`config.mk`:
```
export PLATFORM = sky130hd
export DESIGN_NAME = sentence_boundary_marker
export DESIGN_NICKNAME = d
export VERILOG_FILES = /design/src/rtl/core/sbm_pkg.sv /design/src/rtl/core/sbm_queue.sv /design/src/rtl/core/sbm_front.sv /design/src/rtl/core/sbm_back.sv /design/src/rtl/core/sentence_boundary_marker.sv
export SDC_FILE = /design/constraint.sdc
export NUM_CORES = 1
export LEC_CHECK = 0
export BUFFER_PORTS_ARGS = -buffer_cell sky130_fd_sc_hd__buf_2
export CAP_MARGIN = 20
export CORE_MARGIN = 3
export CORE_UTILIZATION = 55
export CTS_BUF_LIST = sky130_fd_sc_hd__clkbuf_2
export DETAILED_ROUTE_END_ITERATION = 10
export PLACE_DENSITY = 0.75
export SLEW_MARGIN = 20
export SYNTH_ARGS = -nofsm -noshare
export SYNTH_HDL_FRONTEND = slang
export SYNTH_SLANG_ARGS = --single-unit
```
`constraint.sdc`:
```
create_clock -name clk -period 14.85 [get_ports clk]
set_input_delay 1.485 -clock clk [delete_from_list [all_inputs] [get_ports clk]]
set_output_delay 1.485 -clock clk [all_outputs]
set_load 0.05 [all_outputs]
```
`src/rtl/core/sbm_pkg.sv`:
```
// ============================================================================
// sbm_pkg: shared types and constants of the sentence boundary marker
// Character codes, channel item types, the command word that travels
// from the front end to the back end, and the state encodings.
// ============================================================================
package sbm_pkg;

  typedef logic [7:0] byte_t;

  // Characters used by the rules and the markers
  localparam byte_t ChPeriod  = 8'h2E;
  localparam byte_t ChSpace   = 8'h20;
  localparam byte_t ChNewline = 8'h0A;
  localparam byte_t ChQuest   = 8'h3F;
  localparam byte_t ChExclam  = 8'h21;
  localparam byte_t ChLt      = 8'h3C;
  localparam byte_t ChGt      = 8'h3E;
  localparam byte_t ChSlash   = 8'h2F;
  localparam byte_t ChLowerS  = 8'h73;
  localparam byte_t DigitLo   = 8'd48;
  localparam byte_t DigitHi   = 8'd57;

  // Window: entry 0 is the previous byte, 1..5 current plus lookahead
  localparam int WinDepth    = 6;
  localparam logic [2:0] WinFull = 3'd5;

  // Command queue between front and back
  localparam int QueueDepth = 4;
  localparam int QueueAw    = 2;

  typedef byte_t [WinDepth-1:0] win_t;

  typedef struct packed {
    byte_t text_byte;
    logic  last_of_text;
  } text_item_t;

  typedef struct packed {
    byte_t out_byte;
    logic  last_of_run;
    logic  end_of_text;
  } marked_item_t;

  // One command expands to: opening marker, literals, sentence end,
  // tail character, closing marker (each part optional).
  typedef struct packed {
    logic            open_mark;
    byte_t [3:0]     lits;
    logic [2:0]      lit_count;
    logic            send;
    logic            tail_valid;
    byte_t           tail_byte;
    logic            close_mark;
    logic            last;
  } cmd_t;

  typedef enum logic {
    FR_RUN,
    FR_FLUSH
  } front_state_t;

  typedef enum logic [2:0] {
    SEG_OPEN  = 3'd0,
    SEG_LIT   = 3'd1,
    SEG_SEND  = 3'd2,
    SEG_TAIL  = 3'd3,
    SEG_CLOSE = 3'd4
  } seg_t;

  typedef struct packed {
    logic found;
    seg_t seg;
  } seg_pick_t;

endpackage

```
`src/rtl/core/sbm_queue.sv`:
```
// ============================================================================
// sbm_queue: command queue
// Small register FIFO that decouples the classifier from the expander.
// ============================================================================
module sbm_queue import sbm_pkg::*; (
  input  logic clk,
  input  logic rst,
  input  logic push,
  input  cmd_t push_cmd,
  output logic full,
  input  logic pop,
  output logic empty,
  output cmd_t head
);

  cmd_t               slots [QueueDepth];
  logic [QueueAw-1:0] wr_ptr;
  logic [QueueAw-1:0] rd_ptr;
  logic [QueueAw:0]   count;

  logic do_push;
  logic do_pop;

  assign full    = count == (QueueAw+1)'(QueueDepth);
  assign empty   = count == '0;
  assign head    = slots[rd_ptr];
  assign do_push = push && !full;
  assign do_pop  = pop && !empty;

  always_ff @(posedge clk) begin
    if (rst) begin
      wr_ptr <= '0;
      rd_ptr <= '0;
      count  <= '0;
    end else begin
      if (do_push) wr_ptr <= wr_ptr + 1'b1;
      if (do_pop)  rd_ptr <= rd_ptr + 1'b1;
      if (do_push && !do_pop)      count <= count + 1'b1;
      else if (do_pop && !do_push) count <= count - 1'b1;
    end
  end

  always_ff @(posedge clk) begin
    if (do_push) slots[wr_ptr] <= push_cmd;
  end

endmodule

```
`src/rtl/core/sbm_front.sv`:
```
// ============================================================================
// sbm_front: window and rule classifier
// Takes text bytes into the lookahead window and, while the queue is not full, decides one
// position per cycle and pushes a command describing its output into the queue.
// ============================================================================
module sbm_front import sbm_pkg::*; (
  input  logic       clk,
  input  logic       rst,
  input  logic       text_valid,
  output logic       text_stall,
  input  text_item_t text_item,
  output logic       push,
  output cmd_t       push_cmd,
  input  logic       queue_full
);

  typedef struct packed {
    byte_t [3:0] lits;
    logic [2:0]  lit_count;
    logic        send;
    logic [2:0]  jump;
  } rule_t;

  function automatic logic is_digit(byte_t ch);
    return (ch >= DigitLo) && (ch <= DigitHi);
  endfunction

  // p: previous byte, a: current, b..e: lookahead
  function automatic rule_t decide(byte_t p, byte_t a, byte_t b, byte_t c,
                                   byte_t d, byte_t e);
    rule_t r;
    r.lits      = '0;
    r.lits[0]   = a;
    r.lit_count = 3'd1;
    r.send      = 1'b0;
    r.jump      = 3'd0;
    if (a == ChPeriod) begin
      if (b == ChSpace) begin
        r.lit_count = 3'd0;
        r.send      = 1'b1;
        r.jump      = (c != ChNewline) ? 3'd1 : 3'd2;
      end else if (is_digit(b) || is_digit(p)) begin
        r.lit_count = 3'd1;   // decimal point kept
      end else if (b == ChNewline) begin
        r.lit_count = 3'd0;
        r.send      = 1'b1;
        r.jump      = 3'd1;
      end else begin
        r.lit_count = 3'd0;
        r.send      = 1'b1;
      end
    end else if (is_digit(a) && (b == ChPeriod)) begin
      if (is_digit(c)) begin
        r.lits[1]   = b;
        r.lits[2]   = c;
        r.lit_count = 3'd3;
        if (is_digit(d)) begin
          r.lits[3]   = d;
          r.lit_count = 3'd4;
          if (e == ChPeriod) begin
            r.send = 1'b1;
            r.jump = 3'd4;
          end else begin
            r.jump = 3'd3;
          end
        end else if (d == ChPeriod) begin
          r.send = 1'b1;
          r.jump = 3'd3;
        end else begin
          r.jump = 3'd2;
        end
      end else if (c == ChSpace) begin
        if (p != ChNewline) begin
          r.send = 1'b1;
        end else begin
          r.lits[1]   = b;
          r.lits[2]   = c;
          r.lit_count = 3'd3;
        end
        r.jump = 3'd2;
      end else begin
        r.jump = 3'd1;
      end
    end else if (a == ChNewline) begin
      r.lit_count = 3'd0;
      r.send      = 1'b1;
    end else if (((a == ChQuest) || (a == ChExclam)) && (b == ChSpace)) begin
      r.send = 1'b1;
    end
    return r;
  endfunction

  // Drop k positions off the front; zeros come in at the top
  function automatic win_t shift_win(win_t w, logic [2:0] k);
    return win_t'(w >> {k, 3'b000});
  endfunction

  win_t         win;
  logic [2:0]   fill;
  logic         prefix_sent;
  front_state_t state;

  win_t         win_next;
  logic [2:0]   fill_next;
  logic         prefix_next;
  front_state_t state_next;

  win_t       win_app;
  logic [2:0] fill_app;
  logic       take;
  rule_t      rule;
  logic       has_rule;
  logic [2:0] jump_c;
  logic [2:0] fill_one;
  win_t       win_j;
  logic       done;
  logic       flush_cycle;

  assign text_stall = queue_full || (state != FR_RUN);

  always_ff @(posedge clk) begin
    if (rst) begin
      win         <= '0;
      fill        <= '0;
      prefix_sent <= 1'b0;
      state       <= FR_RUN;
    end else begin
      win         <= win_next;
      fill        <= fill_next;
      prefix_sent <= prefix_next;
      state       <= state_next;
    end
  end

  always_comb begin
    win_app  = win;
    fill_app = fill;
    take     = (state == FR_RUN) && text_valid && !queue_full;
    if (state == FR_RUN) begin
      win_app[3'(fill + 3'd1)] = text_item.text_byte;
      fill_app                 = fill + 3'd1;
    end

    rule     = decide(win_app[0], win_app[1], win_app[2], win_app[3],
                      win_app[4], win_app[5]);
    has_rule = fill_app >= 3'd2;
    jump_c   = 3'd0;
    if (has_rule) begin
      jump_c = (rule.jump > (fill_app - 3'd1)) ? (fill_app - 3'd1) : rule.jump;
    end
    fill_one    = fill_app - jump_c;
    win_j       = shift_win(win_app, jump_c);
    done        = fill_one <= 3'd1;
    flush_cycle = (take && text_item.last_of_text) ||
                  ((state == FR_FLUSH) && !queue_full);

    push        = 1'b0;
    push_cmd    = '0;
    win_next    = win;
    fill_next   = fill;
    prefix_next = prefix_sent;
    state_next  = state;

    if (take && !text_item.last_of_text) begin
      prefix_next        = 1'b1;
      push_cmd.open_mark = !prefix_sent;
      push_cmd.last      = 1'b1;
      if (fill_app == WinFull) begin
        push               = 1'b1;
        push_cmd.lits      = rule.lits;
        push_cmd.lit_count = rule.lit_count;
        push_cmd.send      = rule.send;
        win_next           = shift_win(win_app, rule.jump + 3'd1);
        fill_next          = fill_app - rule.jump - 3'd1;
      end else begin
        push      = !prefix_sent;
        win_next  = win_app;
        fill_next = fill_app;
      end
    end else if (flush_cycle) begin
      // one flush position per cycle while the queue is not full
      push               = 1'b1;
      push_cmd.open_mark = (state == FR_RUN) && !prefix_sent;
      if (has_rule) begin
        push_cmd.lits      = rule.lits;
        push_cmd.lit_count = rule.lit_count;
        push_cmd.send      = rule.send;
      end
      if (done) begin
        push_cmd.tail_valid = (fill_one == 3'd1) && (win_j[1] != ChPeriod) &&
                              (win_j[1] != ChSpace) && (win_j[1] != ChNewline);
        push_cmd.tail_byte  = win_j[1];
        push_cmd.close_mark = 1'b1;
        push_cmd.last       = 1'b1;
        win_next            = '0;
        fill_next           = 3'd0;
        prefix_next         = 1'b0;
        state_next          = FR_RUN;
      end else begin
        win_next    = shift_win(win_app, jump_c + 3'd1);
        fill_next   = fill_one - 3'd1;
        prefix_next = 1'b1;
        state_next  = FR_FLUSH;
      end
    end
  end

endmodule

```
`src/rtl/core/sbm_back.sv`:
```
// ============================================================================
// sbm_back: command expander
// Pops commands and writes them out one byte per cycle, unless a valid output is
// stalled, through an output register.
// ============================================================================
module sbm_back import sbm_pkg::*; (
  input  logic         clk,
  input  logic         rst,
  input  logic         empty,
  input  cmd_t         head,
  output logic         pop,
  output logic         marked_valid,
  input  logic         marked_stall,
  output marked_item_t marked_item
);

  function automatic logic [4:0] seg_mask(cmd_t c);
    return {c.close_mark, c.tail_valid, c.send, c.lit_count != 3'd0, c.open_mark};
  endfunction

  // lowest present part at or after start
  function automatic seg_pick_t pick_seg(logic [4:0] mask, logic [2:0] start);
    seg_pick_t r;
    r.found = 1'b0;
    r.seg   = SEG_CLOSE;
    for (int i = 4; i >= 0; i--) begin
      if (mask[i] && (3'(i) >= start)) begin
        r.found = 1'b1;
        r.seg   = seg_t'(3'(i));
      end
    end
    return r;
  endfunction

  function automatic byte_t open_char(logic [1:0] i);
    case (i)
      2'd0:    return ChLt;
      2'd1:    return ChLowerS;
      2'd2:    return ChGt;
      default: return ChSpace;
    endcase
  endfunction

  function automatic byte_t close_char(logic [1:0] i);
    case (i)
      2'd0:    return ChLt;
      2'd1:    return ChSlash;
      2'd2:    return ChLowerS;
      default: return ChGt;
    endcase
  endfunction

  // "</s>\n<s> "
  function automatic byte_t send_char(logic [3:0] i);
    case (i)
      4'd0:    return ChLt;
      4'd1:    return ChSlash;
      4'd2:    return ChLowerS;
      4'd3:    return ChGt;
      4'd4:    return ChNewline;
      4'd5:    return ChLt;
      4'd6:    return ChLowerS;
      4'd7:    return ChGt;
      default: return ChSpace;
    endcase
  endfunction

  cmd_t       cur;
  logic       cur_valid;
  seg_t       seg;
  logic [3:0] idx;

  logic       advance;
  logic [3:0] seg_len;
  logic       seg_end;
  seg_pick_t  nxt;
  seg_pick_t  first;
  logic       cmd_final;
  logic       load;
  byte_t      cur_byte;

  always_comb begin
    case (seg)
      SEG_OPEN:  seg_len = 4'd4;
      SEG_LIT:   seg_len = {1'b0, cur.lit_count};
      SEG_SEND:  seg_len = 4'd9;
      SEG_TAIL:  seg_len = 4'd1;
      SEG_CLOSE: seg_len = 4'd4;
      default:   seg_len = 4'd1;
    endcase
    case (seg)
      SEG_OPEN:  cur_byte = open_char(idx[1:0]);
      SEG_LIT:   cur_byte = cur.lits[idx[1:0]];
      SEG_SEND:  cur_byte = send_char(idx);
      SEG_TAIL:  cur_byte = cur.tail_byte;
      SEG_CLOSE: cur_byte = close_char(idx[1:0]);
      default:   cur_byte = cur.tail_byte;
    endcase
  end

  assign advance   = cur_valid && (!marked_valid || !marked_stall);
  assign seg_end   = idx == (seg_len - 4'd1);
  assign nxt       = pick_seg(seg_mask(cur), 3'(seg) + 3'd1);
  assign first     = pick_seg(seg_mask(head), 3'd0);
  assign cmd_final = seg_end && !nxt.found;
  assign load      = !cur_valid || (advance && cmd_final);
  assign pop       = load && !empty;

  always_ff @(posedge clk) begin
    if (rst) begin
      cur_valid    <= 1'b0;
      marked_valid <= 1'b0;
    end else begin
      if (advance)            marked_valid <= 1'b1;
      else if (!marked_stall) marked_valid <= 1'b0;
      if (load)               cur_valid    <= !empty;
    end
  end

  always_ff @(posedge clk) begin
    if (advance) begin
      marked_item.out_byte    <= cur_byte;
      marked_item.last_of_run <= cmd_final && cur.last;
      marked_item.end_of_text <= (seg == SEG_CLOSE) && (idx == 4'd3);
    end
    if (load) begin
      cur <= head;
      seg <= first.seg;
      idx <= 4'd0;
    end else if (advance) begin
      if (seg_end) begin
        seg <= nxt.seg;
        idx <= 4'd0;
      end else begin
        idx <= idx + 4'd1;
      end
    end
  end

endmodule

```
`src/rtl/core/sentence_boundary_marker.sv`:
```
// ============================================================================
// sentence_boundary_marker: inserts sentence markers into a text stream
// Front end classifies each text position against the sentence rules,
// a four-entry command queue decouples it from the back end, which
// expands each command into marker and text bytes.
// ============================================================================
//
//  Channel   Signals                                 Moves per transfer
//  -------   -------------------------------------   -----------------------
//  text      text_valid / text_stall / text_item     one input byte + last
//  marked    marked_valid / marked_stall / marked_item  one output byte
//
// Rates: the front end takes one text byte per cycle unless the command queue is
//   full; the byte marked last then flushes one buffered position per cycle while the queue has room.
// The back end writes one output byte per cycle unless a valid output is stalled;
//   a plain character is one byte, a sentence end nine; the output port sets the rate.
// Stalls: the text side stalls only when the command queue is full or a flush
//   is running; a stall on a valid output freezes the back end and the output register.
// Reset (rst, synchronous) clears the window, fill and prefix state, the queue
//   and the output valid.
//
module sentence_boundary_marker import sbm_pkg::*; (
  input  logic         clk,
  input  logic         rst,
  input  logic         text_valid,
  output logic         text_stall,
  input  text_item_t   text_item,
  output logic         marked_valid,
  input  logic         marked_stall,
  output marked_item_t marked_item
);

  // front -> queue
  logic push;
  cmd_t push_cmd;
  logic queue_full;

  // queue -> back
  logic pop;
  logic queue_empty;
  cmd_t queue_head;

  // Front end: lookahead window and rule decision, at most one command per cycle
  sbm_front u_front (
    .clk        (clk),
    .rst        (rst),
    .text_valid (text_valid),
    .text_stall (text_stall),
    .text_item  (text_item),
    .push       (push),
    .push_cmd   (push_cmd),
    .queue_full (queue_full)
  );

  // Command queue, lets a burst of markers drain while text keeps coming
  sbm_queue u_queue (
    .clk      (clk),
    .rst      (rst),
    .push     (push),
    .push_cmd (push_cmd),
    .full     (queue_full),
    .pop      (pop),
    .empty    (queue_empty),
    .head     (queue_head)
  );

  // Back end: byte-by-byte expansion into the registered output
  sbm_back u_back (
    .clk          (clk),
    .rst          (rst),
    .empty        (queue_empty),
    .head         (queue_head),
    .pop          (pop),
    .marked_valid (marked_valid),
    .marked_stall (marked_stall),
    .marked_item  (marked_item)
  );

endmodule

```
-- Word-level counts from Yosys, hierarchy flattened
Memories as Yosys holds them, arrays and structs flattened. A register that Yosys moved wholly into a read port is not among the register bits.
Cells that the tools add are included.
Widths: inputs -> output; s select.
- shift-type cells: 3
- reductions and logical operators: 60
- equal/unequal tests: 26
- bitwise logic cells: 2
- $add $sub $neg: 15
- magnitude comparators: 21
- mux-type cells: 87
- operators by type and width (operator ; count):
    $mux 48 ; 6
    $shr 48x6->48 ; 2
    $mux 36 ; 2
    $eq 8x6->1 const B ; 8
    $mux 3 ; 21
    $bwmux 48 ; 1
    $mux 16 ; 3
    $mux 24 ; 2
    $shr 48x6->16 ; 1
    $pmux 7 s3 ; 2
    $ge 8x6->1 const B ; 5
    $le 8x6->1 const B ; 5
    $mux 4 ; 10
    $mux 8 ; 5
    $mux 37 ; 1
    $logic_and 1x1->1 ; 32
    $pmux 8 s4 ; 1
    $demux 8 s3 ; 1
    $ne 8x4->1 const B ; 3
    $mux 7 ; 3
    $mux 1 ; 20
    $bmux 8 s2 ; 1
    $eq 8x4->1 const B ; 2
    $ne 8x6->1 const B ; 2
    other kinds (36) ; 75
- output and inout bits: 12
- flip-flop bits (word level): 127
- word-level logic and storage cells: 246
- memories: 2
- ROM bits: 56
- RAM bits: 192
- bits of input ports: 13
- memory list (name ; words ; bits a word ; read ports ; clocked after Yosys merged registers in ; wr ports ; line ; RTL):
    u_queue.slots ; 4 ; 48 ; 1 ; 1 ; 1 ; sbm_queue.sv:16 ; cmd_t slots [QueueDepth];
    (name not given) ; 8 ; 7 ; 1 ; 1 ; 0 ; sbm_back.sv:55 ; case (i)

-- Depth between registers and ports, before layout
- depth in word-level cells: 25
- depth in mapped cells: 29
- gate-level depth less buffers: 25

-- Cells and area by module
From an unflattened synthesis, not the netlist that was laid out.
- cells, all modules: 1532
- area total of the unflattened synthesis: 17843.4 µm²
- by module, submodules not included (module ; times used ; seq. area each (µm²) ; area each (µm²) ; cells an instance):
    sbm_queue ; 1 ; 5945.7 ; 7380.8 ; 298
    sbm_front ; 1 ; 1061.0 ; 7065.5 ; 986
    sbm_back ; 1 ; 2092.0 ; 3397.0 ; 248

-- Least setup slack after synthesis
No wires, ideal clock.
- path kind: input port to flip-flop
- start: input text_item[8] in the netlist's numbering
- end: register u_front.win[16] in the netlist's numbering
- data required time: 14.764 ns
- setup time: 0.086 ns
- path buffers: 4
- path slack: 7.879 ns
- cell stages on the path: 23
- arrival time: 6.885 ns
- path through: clkbuf_1 -> nor3_1 -> nor4bb_1 -> mux2i_1 -> o32ai_1 -> ha_1 -> nor2b_1 -> o31ai_1 -> nor2_1 -> a311o_4 -> buf_6 -> clkbuf_1 -> nor2_1 -> fa_1 -> ha_1 -> inv_1 -> nand2_1 -> mux2i_2 -> o21ai_4 -> nor2_2 -> buf_6 -> o21ai_0 -> a211oi_1
- cells in the longest elaborated chain, start to end: 16
- elaborated cells on any way between the ends: 51
- classes of those cells: add/sub: 3; order compare: 12; eq/ne: 8; shift: 2; mux: 19; reduce/logical: 7
- ends and longest elaborated chain (element ; line ; RTL):
    from (decl) ; sentence_boundary_marker.sv:27 ; input text_item_t text_item,
    $bwmux 48 * ; sbm_front.sv:140 ; win_app[3'(fill + 3'd1)] = text_item.text_byte;
    $mux 48 * ; sbm_front.sv:139 ; if (state == FR_RUN) begin
    $ge 8x6->1 (tied with other cells) ; sbm_front.sv:25 ; return (ch >= DigitLo) && (ch <= DigitHi);
    $logic_and 1x1->1 (tied with other cells) ; sbm_front.sv:25 ;
    $mux 4 or $logic_or 1x1->1 (tied branches) ; sbm_front.sv:57, sbm_front.sv:42 ;
    $mux 7 or $mux 4 (tied branches) ; sbm_front.sv:53, sbm_front.sv:42 ;
    $mux 3 or $mux 7 (tied branches) ; sbm_front.sv:52, sbm_front.sv:38 ;
    $mux 7 * ; sbm_front.sv:37 ; if (a == ChPeriod) begin
    $gt 3x3->1 ; sbm_front.sv:149 ; jump_c = (rule.jump > (fill_app - 3'd1)) ? (fill_app - 3'd1) : rule.jump;
    $mux 3 ; sbm_front.sv:149 ;
    $mux 3 ; sbm_front.sv:148 ; if (has_rule) begin
    $add 3x1->3 or $sub 3x3->3 (tied branches) ; sbm_front.sv:200, sbm_front.sv:151 ;
    $shr 48x6->48 or $le 3x1->1 (tied branches) ; sbm_front.sv:95, sbm_front.sv:153 ;
    $mux 48 ; sbm_front.sv:189 ; if (done) begin
    $mux 48 ; sbm_front.sv:180 ; end else if (flush_cycle) begin
    $mux 48 * ; sbm_front.sv:164 ; if (take && !text_item.last_of_text) begin
    to (signal assigned) ; sbm_front.sv:128 ; win <= win_next;
    to (decl) ; sbm_front.sv:98 ; win_t win;
Mark *: on every way between the ends. The rest lies on a longest branch, timed or not. The select of a mux whose other input is x is not followed.
A chain may end at the register's enable or synchronous reset.

-- Worst setup path in the final report
- start: register u_front.fill[0]
- end: register u_front.win[46] in the netlist's numbering
- cells in the longest elaborated chain, start to end: 21
- elaborated cells on any way between the ends: 61
- classes of those cells: add/sub: 5; order compare: 15; eq/ne: 9; shift: 2; mux: 22; reduce/logical: 8
- ends and longest elaborated chain (element ; line ; RTL):
    from (decl) ; sbm_front.sv:99 ; logic [2:0] fill;
    from (signal assigned) ; sbm_front.sv:129 ; fill <= fill_next;
    $add 3x1->3 ; sbm_front.sv:140, sbm_front.sv:141 ;
    $lt 3x4->1 (not written as such) or $ge 3x1->1 (tied branches) ; sbm_front.sv:140 ;
    $logic_and 1x1->1 (not written as such) ; sbm_front.sv:140 ;
    $mux 8 (not written as such) ; sbm_front.sv:140 ;
    $demux 8 s3 ; n/a ;
    $bwmux 48 ; sbm_front.sv:140 ;
    $mux 48 ; sbm_front.sv:139 ;
    $ge 8x6->1 (tied with other cells) ; sbm_front.sv:25 ;
    (+5 left out) ; n/a ;
    $gt 3x3->1 ; sbm_front.sv:149 ;
    $mux 3 ; sbm_front.sv:149 ;
    $mux 3 ; sbm_front.sv:148 ;
    $add 3x1->3 or $sub 3x3->3 (tied branches) ; sbm_front.sv:200, sbm_front.sv:151 ;
    $shr 48x6->48 or $le 3x1->1 (tied branches) ; sbm_front.sv:95, sbm_front.sv:153 ;
    $mux 48 ; sbm_front.sv:189 ;
    $mux 48 ; sbm_front.sv:180 ;
    $mux 48 * ; sbm_front.sv:164 ;
Marks and branches as above.

==> impl_results.md <==
- Distinct cells, synth: 85
- Num CTS Buffers: 84
- Startpoint types: register
- Crit-path cells: ha_1, nor3_1, nand2_1, mux2_2, o31ai_1, o32ai_1, ha_1, nor2b_1, o31ai_1, a311o_4, buf_4, clkinv_4, xnor2_1, inv_1, ha_1, inv_1, nand2_1, mux2i_2, o21ai_4, nor2_2, a31oi_2, o21ai_0
- Final min period: 8.44 ns
- Reg area: 9100 um^2
- DP HPWL: 33400 um
- PortBufs: 24
- Yosys warning count: 0
- Reg2reg start: u_front.fill[0]
- Row count: 64
- Hold Path Depth: 2
- Setup Slack @ Placement: 6.11 ns
- Skew final: 0.0832 ns
- CP Launch Point: u_front.fill[0]
- CP required: 15.67 ns
- Setup violators final: 0
- Area occupied by multi-input gates: 8010 um^2
- Root Buffer: clkbuf_2
- Number of fill cells: 2493
- DIE AREA: 34000 um^2
- Unrepaired setup endpoints after global routing: false
- Most used cell, CP: ha_1
- FF-to-FF End: u_front.win[46]
- Largest net degree at the start of global routing: 63
- Pins over their slew limit: 0
- R2r setup slk: 6.41 ns
- Final TNS setup: 0 ns
- CP max stage cell: o31ai_1
- Critical path endpoint: u_front.win[46]
- Vias in the first global route: 12993
- Detailed Routing Iterations Pass 1: 6
- 1st-iter DRT viols: 1626
- FF-to-FF path depth: 22
- Die W: 185 um
- Critical path depth: 22
- Vias: 13383
- Die H: 185 um
- Synth Instances: 1519
- CTS Hold Bufs: 0
- Placed insts: 1917
- Final WL: 49700 um
- Crit path max-delay family: compound AO/OA/AOI/OAI gates
- CP bufs+invs: 4
- Slew at the pin with the worst max-slew slack: 1.06 ns
- Sequential-to-total area share from yosys stat: 51.9%
- Final Cycle Share: 56.8%
- First-pass GRT wire length: 76500 um
- Max incr delay on CP: 0.75 ns
- Core Area: 31000 um^2
- Sink Count: 328
- IO Pins: 25
- Area delta synth->final: 8.39%
- Final net count: 1656
- Primary FF master, synth: edfxtp_1
- Clk_lat worst skew: 0.92 ns
- Routed len/inst: 24.1 um
- CTS clk-pin slew, worst paths: 0.10 ns
- Post-Layout Cell Count: 2066
- Resize count post-CTS: 0
- DRC viols: 0
- Slew headroom: 27.6%
- Setup bufs post-CTS: 0
- Fmax: 119 MHz
- FF+latch count, synth: 328
- Placed Area: 18200 um^2
- Min-delay worst type: register to register
- GRT Util Overall: 29.5%
- CP Class: register to register
- Final ANT Viol Nets: 0
- CTS max path bufs: 3
- Initial core utilization: 56.6%
- Share of layout cells above drive strength 1: 20.1%
- Final Instance Area: 19000 um^2
- CTS tree: built
- Post-synthesis cell area: 17500 um^2
- GPL Wtd Cong: 1.01
- Grt ovf: 0
- Ys async rst share: 0%
- Post-synth EDFFs: 253
- Hold Vio Cnt, Final: 0
- Status: finished clean
- Crit path DAT: 9.25 ns
- Max Cap Viol: 0
- H-tree lvl count: 3
- Leading cell type in the layout, fill and taps excluded: edfxtp_1
- Final worst slack: 6.41 ns
- Initial antenna violation count: 1
- Critical path peak fanout: 53
- Crit. End Element: register
- Commonest cells after routing, fill and taps aside: edfxtp_1 (253), nor2_1 (157), nand2_1 (125), clkbuf_2 (121), mux2i_1 (98)
- Number of vias per cell: 6.48
- Synth Area per Inst: 11.5 um^2
-- logic make-up after synthesis --
group / share of synthesized area, %
compound gates: 12.0
mux: 16.4
simple gates: 12.4
fa+ha+maj: 2.70
other cells: 0.0214
buf+inv: 3.25
xor+xnor: 1.39
flops: 51.9
-- routing by layer --
metal | up-vias | share of wire (%) | global-route usage, % | routed length, um
met4 | 2 | 5.2 | 15.4 | 2590
met5 | - | 0.032 | 0 | 16
met1 | 6446 | 40 | 40.5 | 19900
li1 | 5974 | - | - | -
met2 | 793 | 45 | 44.9 | 22600
met3 | 168 | 9.4 | 5.70 | 4660
-- tightest hold or removal path, delay by kind of cell (launching register included) --
family,cells,cell delay (ns)
and+or+nand+nor,2,0.14
DFF,1,0.32
-- worst min path at each step --
stage	start	end	slack (ns)
final	u_front.win[30]	u_front.win[30]	0.51
after global placement	u_front.win[40]	u_front.win[40]	0.48
after CTS	u_front.win[40]	u_front.win[40]	0.50
after global routing	u_front.win[44]	u_front.win[44]	0.53
after detailed placement	u_front.win[40]	u_front.win[40]	0.49
after floorplan	u_front.win[47]	u_front.win[47]	0.44
-- registers in the layout, indices dropped and copies added (netlist names), named ones only --
register and cells:
u_queue.count 3, u_front.win 48, u_back.marked_valid 1, u_queue.slots 192, u_back.idx 4, u_queue.rd_ptr 2
u_back.cur 48, u_back.marked_item 10, u_front.fill 3, u_back.cur_valid 1, u_back.seg 3, u_queue.wr_ptr 2
u_front.prefix_sent 1, u_front.state 1
-- cell usage after synthesis, types with 6 or more instances --
cell | number | area share [%]
nor2b_1 | 9 | 0.32
o211ai_1 | 7 | 0.30
a31oi_1 | 17 | 0.61
nor3_1 | 59 | 1.7
ha_1 | 33 | 2.4
xnor2_1 | 15 | 0.75
and3_1 | 7 | 0.25
mux4_2 | 65 | 8.4
buf_1 | 13 | 0.28
a211oi_1 | 15 | 0.64
nand2_1 | 125 | 2.7
dfxtp_1 | 75 | 8.6
buf_2 | 16 | 0.46
nor4bb_1 | 6 | 0.34
nor2_1 | 158 | 3.4
or3_1 | 12 | 0.43
nand2b_1 | 11 | 0.39
o22ai_1 | 10 | 0.36
o31ai_1 | 6 | 0.26
edfxtp_1 | 253 | 43
and2_1 | 11 | 0.39
nand4_1 | 8 | 0.29
a22oi_1 | 12 | 0.51
mux2i_1 | 98 | 5.6
nand3_1 | 37 | 1.1
o21ai_0 | 97 | 2.8
a221oi_1 | 20 | 1.0
xor2_1 | 9 | 0.45
a21oi_1 | 65 | 1.9
nor3b_1 | 6 | 0.26
o21ai_1 | 6 | 0.17
clkbuf_1 | 62 | 1.3
inv_1 | 39 | 0.84
mux2_2 | 34 | 2.2
-- through the flow --
step / utilization [%] / hold slack [ns]
6_report: 61.3 / 0.507
5_1_grt: 61.3 / 0.526
3_3_place_gp: 58.8 / 0.476
3_5_place_dp: 58.8 / 0.489
4_1_cts: 61.3 / 0.504
2_1_floorplan: - / 0.443
-- cell type report --
type	instances	area share, %
Sequential cell	328	47.9
Multi-Input combinational cell	1085	42.2
Clock buffer	121	3.19
Tap cell	396	2.61
Timing Repair Buffer	67	2.33
Clock inverter	27	0.916
Inverter	41	0.837
Antenna cell	1	0.0132
Power is left out: the tool's default activity adds up to more than one toggle a clock period on the data nets, which glitch-free logic cannot reach.
